**src/design/slcg_pkg.sv**
```systemverilog
// Shared constants and controller/datapath command and status types for the shuffled LCG.
package slcg_pkg;

    // Field widths.
    localparam int SAMPLE_W = 31;
    localparam int FRAC_W   = 24;
    localparam int MULT_W   = 15;

    // Generator constants: multiplier and Mersenne prime modulus.
    localparam logic [MULT_W-1:0]   LCG_MULT = 15'd16807;
    localparam logic [SAMPLE_W-1:0] LCG_MOD  = 31'h7FFF_FFFF;

    // Largest fraction handed out, 2^24 * (1 - 1.2e-7) rounded down.
    localparam logic [FRAC_W-1:0] FRAC_MAX = 24'd16777213;

    // Warm-up runs this many steps beyond the table depth.
    localparam int WARM_EXTRA = 8;

    // Default shuffle table depth.
    localparam int DEFAULT_TABLE_DEPTH = 32;

    // Operation codes of a request word.
    localparam logic OP_DRAW   = 1'b0;
    localparam logic OP_RESEED = 1'b1;

    // Commands from the controller to the datapath.
    typedef struct packed {
        logic seed_load;   // load reduced seed, preset warm-up counter
        logic mul;         // register generator and slot reciprocal products
        logic warm_fold;   // reduce product, fill table, count down
        logic draw_fold;   // reduce product, register the slot index
        logic mem_access;  // read the slot, write the new generator word back
        logic out_load;    // load the result word and update last output
    } slcg_cmd_t;

    // Status from the datapath to the controller.
    typedef struct packed {
        logic unseeded;    // no seed taken since reset
        logic cnt_zero;    // final warm-up step
        logic out_stall;   // result register full and not being taken
    } slcg_status_t;

endpackage

```
**src/design/slcg_if.sv**
```systemverilog
// Request and result channel interfaces of the shuffled LCG.
interface slcg_req_if import slcg_pkg::*; ();
    logic                valid;
    logic                ready;
    logic                operation;
    logic [SAMPLE_W-1:0] seed_value;

    modport source (output valid, operation, seed_value, input ready);
    modport sink   (input valid, operation, seed_value, output ready);
endinterface

interface slcg_res_if import slcg_pkg::*; ();
    logic                valid;
    logic                ready;
    logic [SAMPLE_W-1:0] sample;
    logic [FRAC_W-1:0]   fraction;

    modport source (output valid, sample, fraction, input ready);
    modport sink   (input valid, sample, fraction, output ready);
endinterface

```
**src/design/slcg_datapath.sv**
```systemverilog
// Datapath of the shuffled LCG: modular multiplier, slot divider, shuffle memory, result register.
module slcg_datapath import slcg_pkg::*; #(
    parameter int TABLE_DEPTH = DEFAULT_TABLE_DEPTH
) (
    input  logic                clk,
    input  logic                rst_n,
    input  slcg_cmd_t           cmd,
    output slcg_status_t        status,
    input  logic [SAMPLE_W-1:0] seed_value,
    input  logic                out_ready,
    output logic                out_valid,
    output logic [SAMPLE_W-1:0] sample,
    output logic [FRAC_W-1:0]   fraction
);

    localparam int IW     = (TABLE_DEPTH > 1) ? $clog2(TABLE_DEPTH) : 1;
    localparam int CW     = $clog2(TABLE_DEPTH + WARM_EXTRA);
    localparam int RW     = $clog2(TABLE_DEPTH + 1);
    localparam int PROD_W = SAMPLE_W + MULT_W;
    localparam int QD_W   = SAMPLE_W + RW;

    // Slot divisor and its truncated reciprocal scaled by 2^31.
    localparam logic [63:0] SLOT_DIV_W = 64'd1 + (64'(LCG_MOD) - 64'd1) / 64'(TABLE_DEPTH);
    localparam logic [63:0] RECIP_W    = (64'd1 << SAMPLE_W) / SLOT_DIV_W;
    localparam logic [SAMPLE_W-1:0] SLOT_DIV = SAMPLE_W'(SLOT_DIV_W);
    localparam logic [RW-1:0]       RECIP    = RW'(RECIP_W);
    localparam logic [CW-1:0]       CNT_LOAD = CW'(TABLE_DEPTH + WARM_EXTRA - 1);
    localparam logic [CW-1:0]       CNT_TOP  = CW'(TABLE_DEPTH);
    localparam logic [RW:0]         SLOT_TOP = (RW + 1)'(TABLE_DEPTH - 1);

    logic [SAMPLE_W-1:0] lcg_reg;
    logic [SAMPLE_W-1:0] last_reg;
    logic [PROD_W-1:0]   prod_reg;
    logic [QD_W-1:0]     recip_reg;
    logic [IW-1:0]       slot_reg;
    logic [SAMPLE_W-1:0] rdata_reg;
    logic [CW-1:0]       cnt_reg;
    logic                out_valid_reg;
    logic [SAMPLE_W-1:0] sample_reg;
    logic [FRAC_W-1:0]   fraction_reg;

    logic [SAMPLE_W-1:0] shuffle_mem [TABLE_DEPTH];

    logic [SAMPLE_W-1:0] seed_red;
    logic [SAMPLE_W:0]   fold_sum;
    logic [SAMPLE_W-1:0] fold_value;
    logic [RW-1:0]       q_est;
    logic [QD_W-1:0]     q_prod;
    logic [QD_W-1:0]     q_rem;
    logic [RW:0]         slot_q;
    logic [IW-1:0]       slot_next;
    logic                cnt_in_table;
    logic                mem_we;
    logic [IW-1:0]       mem_addr;
    logic [SAMPLE_W-1:0] mem_wdata;
    logic [FRAC_W-1:0]   frac_q0;
    logic [SAMPLE_W:0]   frac_sum;
    logic [FRAC_W:0]     frac_raw;
    logic [FRAC_W-1:0]   fraction_next;

    // A seed of zero, or one equal to the modulus, becomes one.
    assign seed_red = (seed_value == '0 || seed_value == LCG_MOD) ? SAMPLE_W'(1) : seed_value;

    // Mersenne reduction: low word plus high part, then at most one subtraction.
    always_comb
    begin
        fold_sum = {1'b0, prod_reg[SAMPLE_W-1:0]}
                 + (SAMPLE_W + 1)'(prod_reg[PROD_W-1:SAMPLE_W]);
        if (fold_sum >= {1'b0, LCG_MOD})
        begin
            fold_value = SAMPLE_W'(fold_sum - {1'b0, LCG_MOD});
        end
        else
        begin
            fold_value = fold_sum[SAMPLE_W-1:0];
        end
    end

    // Slot index: reciprocal estimate, then one correction step and a clamp.
    always_comb
    begin
        q_est  = recip_reg[SAMPLE_W +: RW];
        q_prod = QD_W'(q_est) * QD_W'(SLOT_DIV);
        q_rem  = QD_W'(last_reg) - q_prod;
        slot_q = {1'b0, q_est} + (RW + 1)'(q_rem >= QD_W'(SLOT_DIV));
        if (slot_q > SLOT_TOP)
        begin
            slot_next = SLOT_TOP[IW-1:0];
        end
        else
        begin
            slot_next = slot_q[IW-1:0];
        end
    end

    // Fraction: floor(x * 2^24 / (2^31 - 1)) split at bit 7, clamped.
    always_comb
    begin
        frac_q0  = rdata_reg[SAMPLE_W-1:7];
        frac_sum = {1'b0, rdata_reg[6:0], 24'd0} + (SAMPLE_W + 1)'(frac_q0);
        frac_raw = (FRAC_W + 1)'(frac_q0) + (FRAC_W + 1)'(frac_sum >= {1'b0, LCG_MOD});
        if (frac_raw > (FRAC_W + 1)'(FRAC_MAX))
        begin
            fraction_next = FRAC_MAX;
        end
        else
        begin
            fraction_next = frac_raw[FRAC_W-1:0];
        end
    end

    // Memory port selection: warm-up fill or draw swap.
    assign cnt_in_table = cnt_reg < CNT_TOP;
    assign mem_we       = (cmd.warm_fold && cnt_in_table) || cmd.mem_access;
    assign mem_addr     = cmd.mem_access ? slot_reg : cnt_reg[IW-1:0];
    assign mem_wdata    = cmd.mem_access ? lcg_reg : fold_value;

    // Shuffle memory, read before write at the same slot.
    always_ff @(posedge clk)
    begin
        if (mem_we)
        begin
            shuffle_mem[mem_addr] <= mem_wdata;
        end
        if (cmd.mem_access)
        begin
            rdata_reg <= shuffle_mem[mem_addr];
        end
    end

    // Multiplier stage and slot register.
    always_ff @(posedge clk)
    begin
        if (cmd.mul)
        begin
            prod_reg  <= PROD_W'(lcg_reg) * PROD_W'(LCG_MULT);
            recip_reg <= QD_W'(last_reg) * QD_W'(RECIP);
        end
        if (cmd.draw_fold)
        begin
            slot_reg <= slot_next;
        end
    end

    // Generator word and warm-up counter.
    always_ff @(posedge clk)
    begin
        if (cmd.seed_load)
        begin
            lcg_reg <= seed_red;
            cnt_reg <= CNT_LOAD;
        end
        else if (cmd.warm_fold)
        begin
            lcg_reg <= fold_value;
            if (cnt_reg != '0)
            begin
                cnt_reg <= cnt_reg - CW'(1);
            end
        end
        else if (cmd.draw_fold)
        begin
            lcg_reg <= fold_value;
        end
    end

    // Last output word; zero marks the generator as unseeded.
    always_ff @(posedge clk or negedge rst_n)
    begin
        if (!rst_n)
        begin
            last_reg <= '0;
        end
        else if (cmd.warm_fold && cnt_reg == '0)
        begin
            last_reg <= fold_value;
        end
        else if (cmd.out_load)
        begin
            last_reg <= rdata_reg;
        end
    end

    // Result register.
    always_ff @(posedge clk or negedge rst_n)
    begin
        if (!rst_n)
        begin
            out_valid_reg <= 1'b0;
        end
        else if (cmd.out_load)
        begin
            out_valid_reg <= 1'b1;
        end
        else if (out_ready)
        begin
            out_valid_reg <= 1'b0;
        end
    end

    always_ff @(posedge clk)
    begin
        if (cmd.out_load)
        begin
            sample_reg   <= rdata_reg;
            fraction_reg <= fraction_next;
        end
    end

    assign status.unseeded  = (last_reg == '0);
    assign status.cnt_zero  = (cnt_reg == '0);
    assign status.out_stall = out_valid_reg && !out_ready;

    assign out_valid = out_valid_reg;
    assign sample    = sample_reg;
    assign fraction  = fraction_reg;

    // The generator word never falls into the zero or modulus fixed points.
    a_lcg_live: assert property (@(posedge clk) disable iff (!rst_n)
        (cmd.warm_fold || cmd.draw_fold) |=> (lcg_reg != '0 && lcg_reg != LCG_MOD))
        else $error("generator word left the multiplicative group");

    // The final warm-up step leaves the last output equal to the generator word.
    a_warm_end: assert property (@(posedge clk) disable iff (!rst_n)
        (cmd.warm_fold && status.cnt_zero) |=> (last_reg == lcg_reg))
        else $error("warm-up did not set the last output");

    // A delivered word is a valid sample and its fraction respects the clamp.
    a_result_range: assert property (@(posedge clk) disable iff (!rst_n)
        cmd.out_load |=> (sample_reg != '0 && sample_reg != LCG_MOD
                          && fraction_reg <= FRAC_MAX && last_reg == sample_reg))
        else $error("result word out of range");

endmodule

```
**src/design/slcg_ctrl.sv**
```systemverilog
// Controller state machine of the shuffled LCG: sequences seeding, warm-up and draws.
module slcg_ctrl import slcg_pkg::*; (
    input  logic         clk,
    input  logic         rst_n,
    input  logic         in_valid,
    input  logic         in_operation,
    output logic         in_ready,
    input  slcg_status_t status,
    output slcg_cmd_t    cmd
);

    typedef enum logic [6:0] {
        IDLE  = 7'b0000001,
        WMUL  = 7'b0000010,
        WFOLD = 7'b0000100,
        DMUL  = 7'b0001000,
        DFOLD = 7'b0010000,
        DMEM  = 7'b0100000,
        DOUT  = 7'b1000000
    } ctrl_state_t;

    ctrl_state_t state_reg;
    ctrl_state_t state_next;

    // Next state and commands.
    always_comb
    begin
        state_next = state_reg;
        cmd        = '0;
        in_ready   = 1'b0;
        case (state_reg)
            IDLE:
            begin
                in_ready = 1'b1;
                if (in_valid)
                begin
                    if (in_operation == OP_RESEED || status.unseeded)
                    begin
                        cmd.seed_load = 1'b1;
                        state_next    = WMUL;
                    end
                    else
                    begin
                        state_next = DMUL;
                    end
                end
            end
            WMUL:
            begin
                cmd.mul    = 1'b1;
                state_next = WFOLD;
            end
            WFOLD:
            begin
                cmd.warm_fold = 1'b1;
                state_next    = status.cnt_zero ? DMUL : WMUL;
            end
            DMUL:
            begin
                cmd.mul    = 1'b1;
                state_next = DFOLD;
            end
            DFOLD:
            begin
                cmd.draw_fold = 1'b1;
                state_next    = DMEM;
            end
            DMEM:
            begin
                cmd.mem_access = 1'b1;
                state_next     = DOUT;
            end
            DOUT:
            begin
                if (!status.out_stall)
                begin
                    cmd.out_load = 1'b1;
                    state_next   = IDLE;
                end
            end
            default:
            begin
                state_next = IDLE;
            end
        endcase
    end

    // State register.
    always_ff @(posedge clk or negedge rst_n)
    begin
        if (!rst_n)
        begin
            state_reg <= IDLE;
        end
        else
        begin
            state_reg <= state_next;
        end
    end

endmodule

```
**src/design/shuffled_lcg_random_generator.sv**
```systemverilog
// Top level of the shuffled LCG random generator: channels, controller and datapath.
//
// Each word on the req channel asks for one random number; each asks for exactly one
// word on the res channel. operation OP_DRAW takes the next number, OP_RESEED loads
// seed_value (zero or 2^31-1 count as one) and then draws. The first draw after reset
// seeds from its own seed_value.
// A draw goes from acceptance to result in these steps: acceptance, the 31x15 modular
// multiply, its Mersenne reduction together with the slot division, the shuffle
// memory swap, and the result register load. The next word is accepted in the cycle
// after the result is loaded, so draws do not overlap. A reseed adds a warm-up, run
// by the multiply and reduce loop that fills the table; req.ready stays low meanwhile.
// Reset clears the controller and marks the generator unseeded; the table needs no
// clearing since the warm-up writes every entry before any is read.
// The result register holds a word until res.ready takes it. A new request is still
// accepted meanwhile; its result waits in the final step until the register frees.
module shuffled_lcg_random_generator import slcg_pkg::*; #(
    parameter int TABLE_DEPTH = DEFAULT_TABLE_DEPTH
) (
    input  logic       clk,
    input  logic       rst_n,
    slcg_req_if.sink   req,
    slcg_res_if.source res
);

    slcg_cmd_t    cmd;
    slcg_status_t status;

    // Sequencing of seeding, warm-up and draws.
    slcg_ctrl u_ctrl (
        .clk          (clk),
        .rst_n        (rst_n),
        .in_valid     (req.valid),
        .in_operation (req.operation),
        .in_ready     (req.ready),
        .status       (status),
        .cmd          (cmd)
    );

    // Arithmetic, shuffle memory and result register.
    slcg_datapath #(
        .TABLE_DEPTH (TABLE_DEPTH)
    ) u_datapath (
        .clk        (clk),
        .rst_n      (rst_n),
        .cmd        (cmd),
        .status     (status),
        .seed_value (req.seed_value),
        .out_ready  (res.ready),
        .out_valid  (res.valid),
        .sample     (res.sample),
        .fraction   (res.fraction)
    );

endmodule

```
**src/flat_wrapper.sv**
```systemverilog
// flat-port wrapper written by rule: the top's interface ports become plain ports
module shuffled_lcg_random_generator_flat import slcg_pkg::*;
#(
    parameter int TABLE_DEPTH = DEFAULT_TABLE_DEPTH
)
  (clk, rst_n, req_valid, req_operation, req_seed_value, req_ready, res_valid, res_sample, res_fraction, res_ready);
  slcg_req_if req_i ();
  slcg_res_if res_i ();
  input  logic clk;
  input  logic rst_n;
  input wire logic [$bits(req_i.valid)-1:0] req_valid;
  input wire logic [$bits(req_i.operation)-1:0] req_operation;
  input wire logic [$bits(req_i.seed_value)-1:0] req_seed_value;
  output wire logic [$bits(req_i.ready)-1:0] req_ready;
  output wire logic [$bits(res_i.valid)-1:0] res_valid;
  output wire logic [$bits(res_i.sample)-1:0] res_sample;
  output wire logic [$bits(res_i.fraction)-1:0] res_fraction;
  input wire logic [$bits(res_i.ready)-1:0] res_ready;
  assign req_i.valid = req_valid;
  assign req_i.operation = req_operation;
  assign req_i.seed_value = req_seed_value;
  assign req_ready = req_i.ready;
  assign res_valid = res_i.valid;
  assign res_sample = res_i.sample;
  assign res_fraction = res_i.fraction;
  assign res_i.ready = res_ready;
  shuffled_lcg_random_generator #(.TABLE_DEPTH(TABLE_DEPTH)) u_core (.clk(clk), .rst_n(rst_n), .req(req_i), .res(res_i));
endmodule
```
**config.mk**
```make
export PLATFORM = sky130hd
export DESIGN_NAME = shuffled_lcg_random_generator_flat
export DESIGN_NICKNAME = d
export VERILOG_FILES = /design/src/design/slcg_pkg.sv /design/src/design/slcg_if.sv /design/src/design/slcg_datapath.sv /design/src/design/slcg_ctrl.sv /design/src/design/shuffled_lcg_random_generator.sv /design/src/flat_wrapper.sv
export SDC_FILE = /design/constraint.sdc
export NUM_CORES = 2
export LEC_CHECK = 0
export ABC_AREA = 1
export CAP_MARGIN = 25
export CORE_MARGIN = 8
export CORE_UTILIZATION = 50
export CTS_CLUSTER_DIAMETER = 60
export DETAILED_ROUTE_END_ITERATION = 6
export DONT_BUFFER_PORTS = 1
export HOLD_SLACK_MARGIN = 0.08
export PLACE_DENSITY_LB_ADDON = 0.2
export SYNTH_ARGS = -nofsm -noshare
export SYNTH_HDL_FRONTEND = slang
export SYNTH_SLANG_ARGS = --single-unit
```
**constraint.sdc**
```tcl
create_clock -name clk -period 15.13 [get_ports clk]
set_input_delay 3.026 -clock clk [delete_from_list [all_inputs] [get_ports clk]]
set_output_delay 3.026 -clock clk [all_outputs]
set_load 0.01 [all_outputs]
```
# ---- Word level (Yosys, flattened, before mapping)
# Memories as Yosys holds them, arrays and structs flattened. A register that Yosys moved wholly into a read port is not among the register bits.
# Cells that the tools add are included.
dict set report classes {
  n_addsub 7
  mul 1
  order_cmp 6
  n_eq_ne 10
  mux 28
  n_reduce_logical 17
}
# op n
set op_table {}
lappend op_table {{two-way mux 31 bit} 8}
lappend op_table {{>= comparator 32 x 31 -> 1 bit, second input constant} 2}
lappend op_table {{logical NOT 31 bit} 2}
lappend op_table {{one-hot mux 7 bit (7 select lines)} 1}
lappend op_table {{multiplier 31 x 15 -> 46 bit, second input constant} 1}
lappend op_table {{>= comparator 37 x 27 -> 1 bit, second input constant} 1}
lappend op_table {{adder 31 x 15 -> 32 bit} 1}
lappend op_table {{adder 31 x 24 -> 32 bit} 1}
lappend op_table {{subtractor 31 x 31 -> 32 bit} 1}
lappend op_table {{== test 31 bit, second input constant} 1}
lappend op_table {{subtractor 31 bit, second input constant} 1}
lappend op_table {{adder 24 x 1 -> 25 bit} 1}
lappend op_table {{greater-than comparator 25 x 24 -> 1 bit, second input constant} 1}
lappend op_table {{two-way mux 1 bit} 14}
lappend op_table {{two-way mux 7 bit} 2}
lappend op_table {{two-way mux 4 bit} 2}
lappend op_table {{== test 7 x 1 -> 1 bit, second input constant} 1}
lappend op_table {{== test 7 x 2 -> 1 bit, second input constant} 1}
lappend op_table {{== test 7 x 3 -> 1 bit, second input constant} 1}
lappend op_table {{== test 7 x 4 -> 1 bit, second input constant} 1}
lappend op_table {{== test 7 x 5 -> 1 bit, second input constant} 1}
lappend op_table {{== test 7 x 6 -> 1 bit, second input constant} 1}
lappend op_table {{== test 7 bit, second input constant} 1}
lappend op_table {{adder 5 x 1 -> 6 bit} 1}
lappend op_table {{other kinds (14)} 21}
dict set report totals {
  ff_bits 213
  mem_bits_rw 992
  input_bits 36
  word_cells 80
  n_memories 1
}
# memory words word_bits read_ports rd_ports_with_merged_regs wr line
set memory_table {}
lappend memory_table {u_core.u_datapath.shuffle_mem 32 31 1 1 1 slcg_datapath.sv:42} ;# logic [SAMPLE_W-1:0] shuffle_mem [TABLE_DEPTH];

# ---- Depth between registers and ports, before layout
dict set report logic_depth {
  depth_word 6
  depth_mapped 27
  ltp_nobuf 27
}

# ---- Hierarchy
# Synthesis repeated with hierarchy kept, for this count alone.
dict set report hier_totals {
  hier_cells 4536
  area_unflattened_um2 56455.4
}
# mod instances cells_each area_each_um2 seq_area_each_um2
set by_module_without_submodules {}
lappend by_module_without_submodules {slcg_datapath 1 4471 56021.2 35904.4}
lappend by_module_without_submodules {slcg_ctrl 1 65 434.2 176.4}

# ---- Worst setup path after synthesis
# No wires, ideal clock.
dict set report synth_path {
  path_kind {input port to flip-flop}
  start {input port res_ready}
  end {register u_core.u_datapath.last_reg[27]}
  setup_ns 0.075
  arrival_time_ns 5.330
  required_time_ns 15.055
  setup_slack_ns 9.725
  stages 5
  path_buffers 1
  cell_sequence {nor2_1 > nor2_1 > clkbuf_1 > a22oi_1 > nand2_1}
}
# item line
set synth_lines {}
lappend synth_lines {{start: declaration} flat_wrapper.sv:18} ;# input wire logic [$bits(res_i.ready)-1:0] res_ready;
lappend synth_lines {{end signal: assignment} slcg_datapath.sv:176} ;# last_reg <= fold_value;
lappend synth_lines {{end signal: assignment} slcg_datapath.sv:180} ;# last_reg <= rdata_reg;
lappend synth_lines {{end: declaration} slcg_datapath.sv:32} ;# logic [SAMPLE_W-1:0] last_reg;

# ---- Final worst setup path
dict set report layout_path {
  start {register u_core.u_datapath.lcg_reg[11]}
  end {register u_core.u_datapath.prod_reg[32] (data pin)}
}
dict set report layout_via {
  elab_chain_len 1
}
# item line
set layout_rtl {}
lappend layout_rtl {{start: declaration} slcg_datapath.sv:31} ;# logic [SAMPLE_W-1:0] lcg_reg;
lappend layout_rtl {{start signal: assignment} slcg_datapath.sv:150} ;# lcg_reg <= seed_red;
lappend layout_rtl {{start signal: assignment} slcg_datapath.sv:155} ;# lcg_reg <= fold_value;
lappend layout_rtl {{start signal: assignment} slcg_datapath.sv:163} ;# lcg_reg <= fold_value;
lappend layout_rtl {{multiplier 31 x 15 -> 46 bit} slcg_datapath.sv:136} ;# prod_reg <= PROD_W'(lcg_reg) * PROD_W'(LCG_MULT);
lappend layout_rtl {{end signal: assignment} slcg_datapath.sv:136}
lappend layout_rtl {{end: declaration} slcg_datapath.sv:33} ;# logic [PROD_W-1:0] prod_reg;
# No other way between the ends.
# A chain may end at the register's enable or synchronous reset.

==> results by group <==
Outcome
  • Outcome: finished, final reports clean

Routing
  • Initial DRC Count: about 4,800
  • Drt pass-1 iters: 7
  • Drt via density: 6.03
  • WL/cell: ~26 um
  • Drc violations: 0
  • Vias: about 37,000
  • Routed WL: between 150,000 and 200,000 um
  • DRT antenna net count: 0

Critical path
  • Slowest CP cell: edfxtp_1
  • Cell mode on critical path: inv_1
  • Max stage delay on crit path: 590 ps
  • Setup CP Type: reg2reg
  • Setup crit end kind: flop
  • CP arrival: around 6600 ps
  • Largest fanout on the critical path: 6
  • Crit-path cells: inv_1 > fa_1 > inv_1 > ha_1 > inv_1 > fa_1 > inv_1 > ha_1 > fa_1 > inv_1 > fa_1 > inv_1 > ha_1 > a21oi_1 > inv_1 > a31oi_1 > o211ai_1 > a21oi_1 > inv_1 > a21oi_1 > o21bai_1 > xor2_1
  • Worst EP required: around 16,000 ps
  • Crit start category: flop

CTS
  • CTS Hold Bufs: 0
  • H-tree depth: 3
  • CTS sink count: between 1,000 and 1,500
  • Worst-Skew Late Latency: between 700 and 800 ps
  • Postcts setup bufs: 0
  • Clk buf depth: 3
  • CTS tree: built
  • Post-CTS Resized: 0
  • Clock buffer count from CTS: between 100 and 150
  • CTS clk-pin slew, worst paths: ~60 ps
  • Cell chosen for the clock root: clkbuf_16

Finish
  • Sequential cell area: around 36,000 um^2
  • Multi-input gate area: 17,700 um^2
  • Max reg flops: between 900 and 1,000
  • Syn-to-layout area delta: 11.0%
  • Filler Cells Inserted: between 9,000 and 10,000
  • Most common cell after layout, fill and taps aside: edfxtp_1
  • Post-route cell area: approximately 62,000 um^2
  • Post-layout net count: approximately 4,900
  • Share of cells above drive strength 1: ~7.7%
  • Most frequent cells in the layout: edfxtp_1, nand2_1, inv_1, a22oi_1, a21oi_1

Global routing
  • Pin count of the biggest net entering global routing: about 150
  • First-pass GRT wire length: about 230,000 um
  • Initial antenna violation count: 4
  • Vias in the first global route: about 35,000
  • Total track usage: ~25%
  • Gr ovfl total: 0

Logic synthesis
  • Synth top area share: approximately 62%
  • Post-synthesis mux area share: 0%
  • Yosys reg bits: between 1,000 and 1,500
  • Mapped cell area: ~56,000 um^2
  • Share of synthesized registers carrying an async set or reset: around 3.2%
  • Unique masters post-synth: 52
  • Mapped Cells: approximately 4,500
  • Largest family of logic cells by synthesized area: compound AO/OA/AOI/OAI gates
  • Area leader, netlist: edfxtp_1
  • Ys Warns: 0
  • Synthesized Nets: slightly below 5,000
  • Number of synthesized flops with an enable pin: around 1,200
  • Adder-cell share of the synthesized area: about a tenth
  • Post-Synth Simple-Gate Area: 9.45%
  • Syn avg cell area: ~13 um^2
  • Xor and xnor area share after synthesis: about 1.2%
  • Dominant synthesized flop cell: edfxtp_1
  • Synth area leaders: edfxtp_1, a22oi_1, fa_1, ha_1, nand2_1
  • Seq/Total Area, Yosys: between 60 and 70%
  • Synth Area in Compound Gates: between 10 and 15%

Floorplan
  • Core area: 112,000 um^2
  • # IOs: 93
  • FP Rows: approximately 120
  • Initial core utilization: 50.1%
  • Die Ht: 351 um
  • Chip width: roughly 350 um
  • Die footprint: 123,000 um^2

Timing
  • Min Tclk post-route: around 6200 ps
  • Tcrit/Tclk final: between 40% and 50%
  • Max Slew Vio Count: 0
  • Clk_skew: approximately 38 ps
  • Fmax: around 160 MHz
  • Final setup viols: 0
  • Max-slew headroom: 26.3%
  • Worst Tran Pin Value: roughly 1100 ps
  • Fin Setup TNS: 0 ps
  • Final hold vios: 0
  • Unrepaired setup endpoints after global routing: false

Place
  • Placement Cell Area: 58,400 um^2
  • Post-DP HPWL: ~100,000 um
  • IO buf count: 0
  • Global placement routability congestion: 0.981

Worst hold path
  • Tightest Hold Check Type: reg2reg

Flow run
  • Max-Cap Viols: 0
-- final cells by class --
class / instances / area share, %
flip-flops and latches: 1210 / 57.9
multi-input cells: 2572 / 28.4
clock buffers: 147 / 5.03
inverters: 539 / 3.27
well taps: 1500 / 3.01
repair buffers: 83 / 1.31
clock inverters: 76 / 1.07
diodes: 5 / 0.0201
-- logic make-up after synthesis --
family	count (synthesis)
AO/OA/AOI/OAI	923
XOR/XNOR	80
adder cells (fa/ha/maj)	348
buffers and inverters	699
flip-flops	1210
AND/OR/NAND/NOR	1221
-- synth_stat cells, drive strengths merged (7+ instances only) --
library cell and n:
o21ai 84, xor2 57, inv 533, nor4 82
a31oi 11, ha 213, nor3 48, nand3b 9
fa 135, edfxtp 1165, nor2 187, o211ai 8
dfrtp 38, nand3 151, a21oi 292, xnor2 23
a22oi 499, nand4 43, buf 49, nand2 690
clkbuf 111, or2 7
-- routing by layer --
| metal | up-vias | routed length [um] | global-route usage (%) |
|---|---|---|---|
| met2 | 1925 | 72100 | 39.0 |
| met4 | 2 | 4280 | 6.48 |
| met1 | 18400 | 67000 | 37.1 |
| li1 | 16400 | - | - |
| met3 | 254 | 17300 | 5.64 |
| met5 | - | 8 | 0.667 |
-- path summary, 6_finish.rpt --
kind / startpoint / to / slack (ps) / cells past startpoint
min in group asynchronous: rst_n / u_core.u_datapath.last_reg[8]$_DFFE_PN0P_ / 2000 / 0
min: u_core.u_datapath.rdata_reg[17]$_DFFE_PP_ / u_core.u_datapath.sample[17]$_DFFE_PP_ / 470 / 0
max reg2reg: u_core.u_datapath.lcg_reg[11]$_DFFE_PP_ / u_core.u_datapath.prod_reg[32]$_DFFE_PP_ / 8940 / 22
max: u_core.u_datapath.lcg_reg[11]$_DFFE_PP_ / u_core.u_datapath.prod_reg[32]$_DFFE_PP_ / 8940 / 22
min reg2reg: u_core.u_datapath.rdata_reg[17]$_DFFE_PP_ / u_core.u_datapath.sample[17]$_DFFE_PP_ / 470 / 0
max in group asynchronous: rst_n / u_core.u_ctrl.state_reg[0]$_DFFE_PN1P_ / 12950 / 0
-- worst max-delay path: cells and delay by family, from the launching register on --
| kind | cells | cell delay [ps] |
|---|---|---|
| AOI/OAI and AO/OA | 6 | 1400 |
| xor gates and xnor gates | 1 | 160 |
| adders and majority gates | 7 | 3140 |
| buffers and inverters | 8 | 660 |
| DFF | 1 | 590 |
-- metrics by stage --
stage | util (%) | setup slack, ps | hold WS [ps] | cells
floorplan | - | 9730 | 426 | 4481
finish | 55.7 | 8940 | 465 | 6132
detailed placement | 52.2 | 8990 | 453 | 5900
CTS | 55.6 | 8990 | 468 | 6123
global route | 55.6 | 8640 | 478 | 6127
global placement | 52.0 | 8970 | 447 | 5892
Power is left out: the tool's default activity adds up to more than one toggle a clock period on the data nets, which glitch-free logic cannot reach.
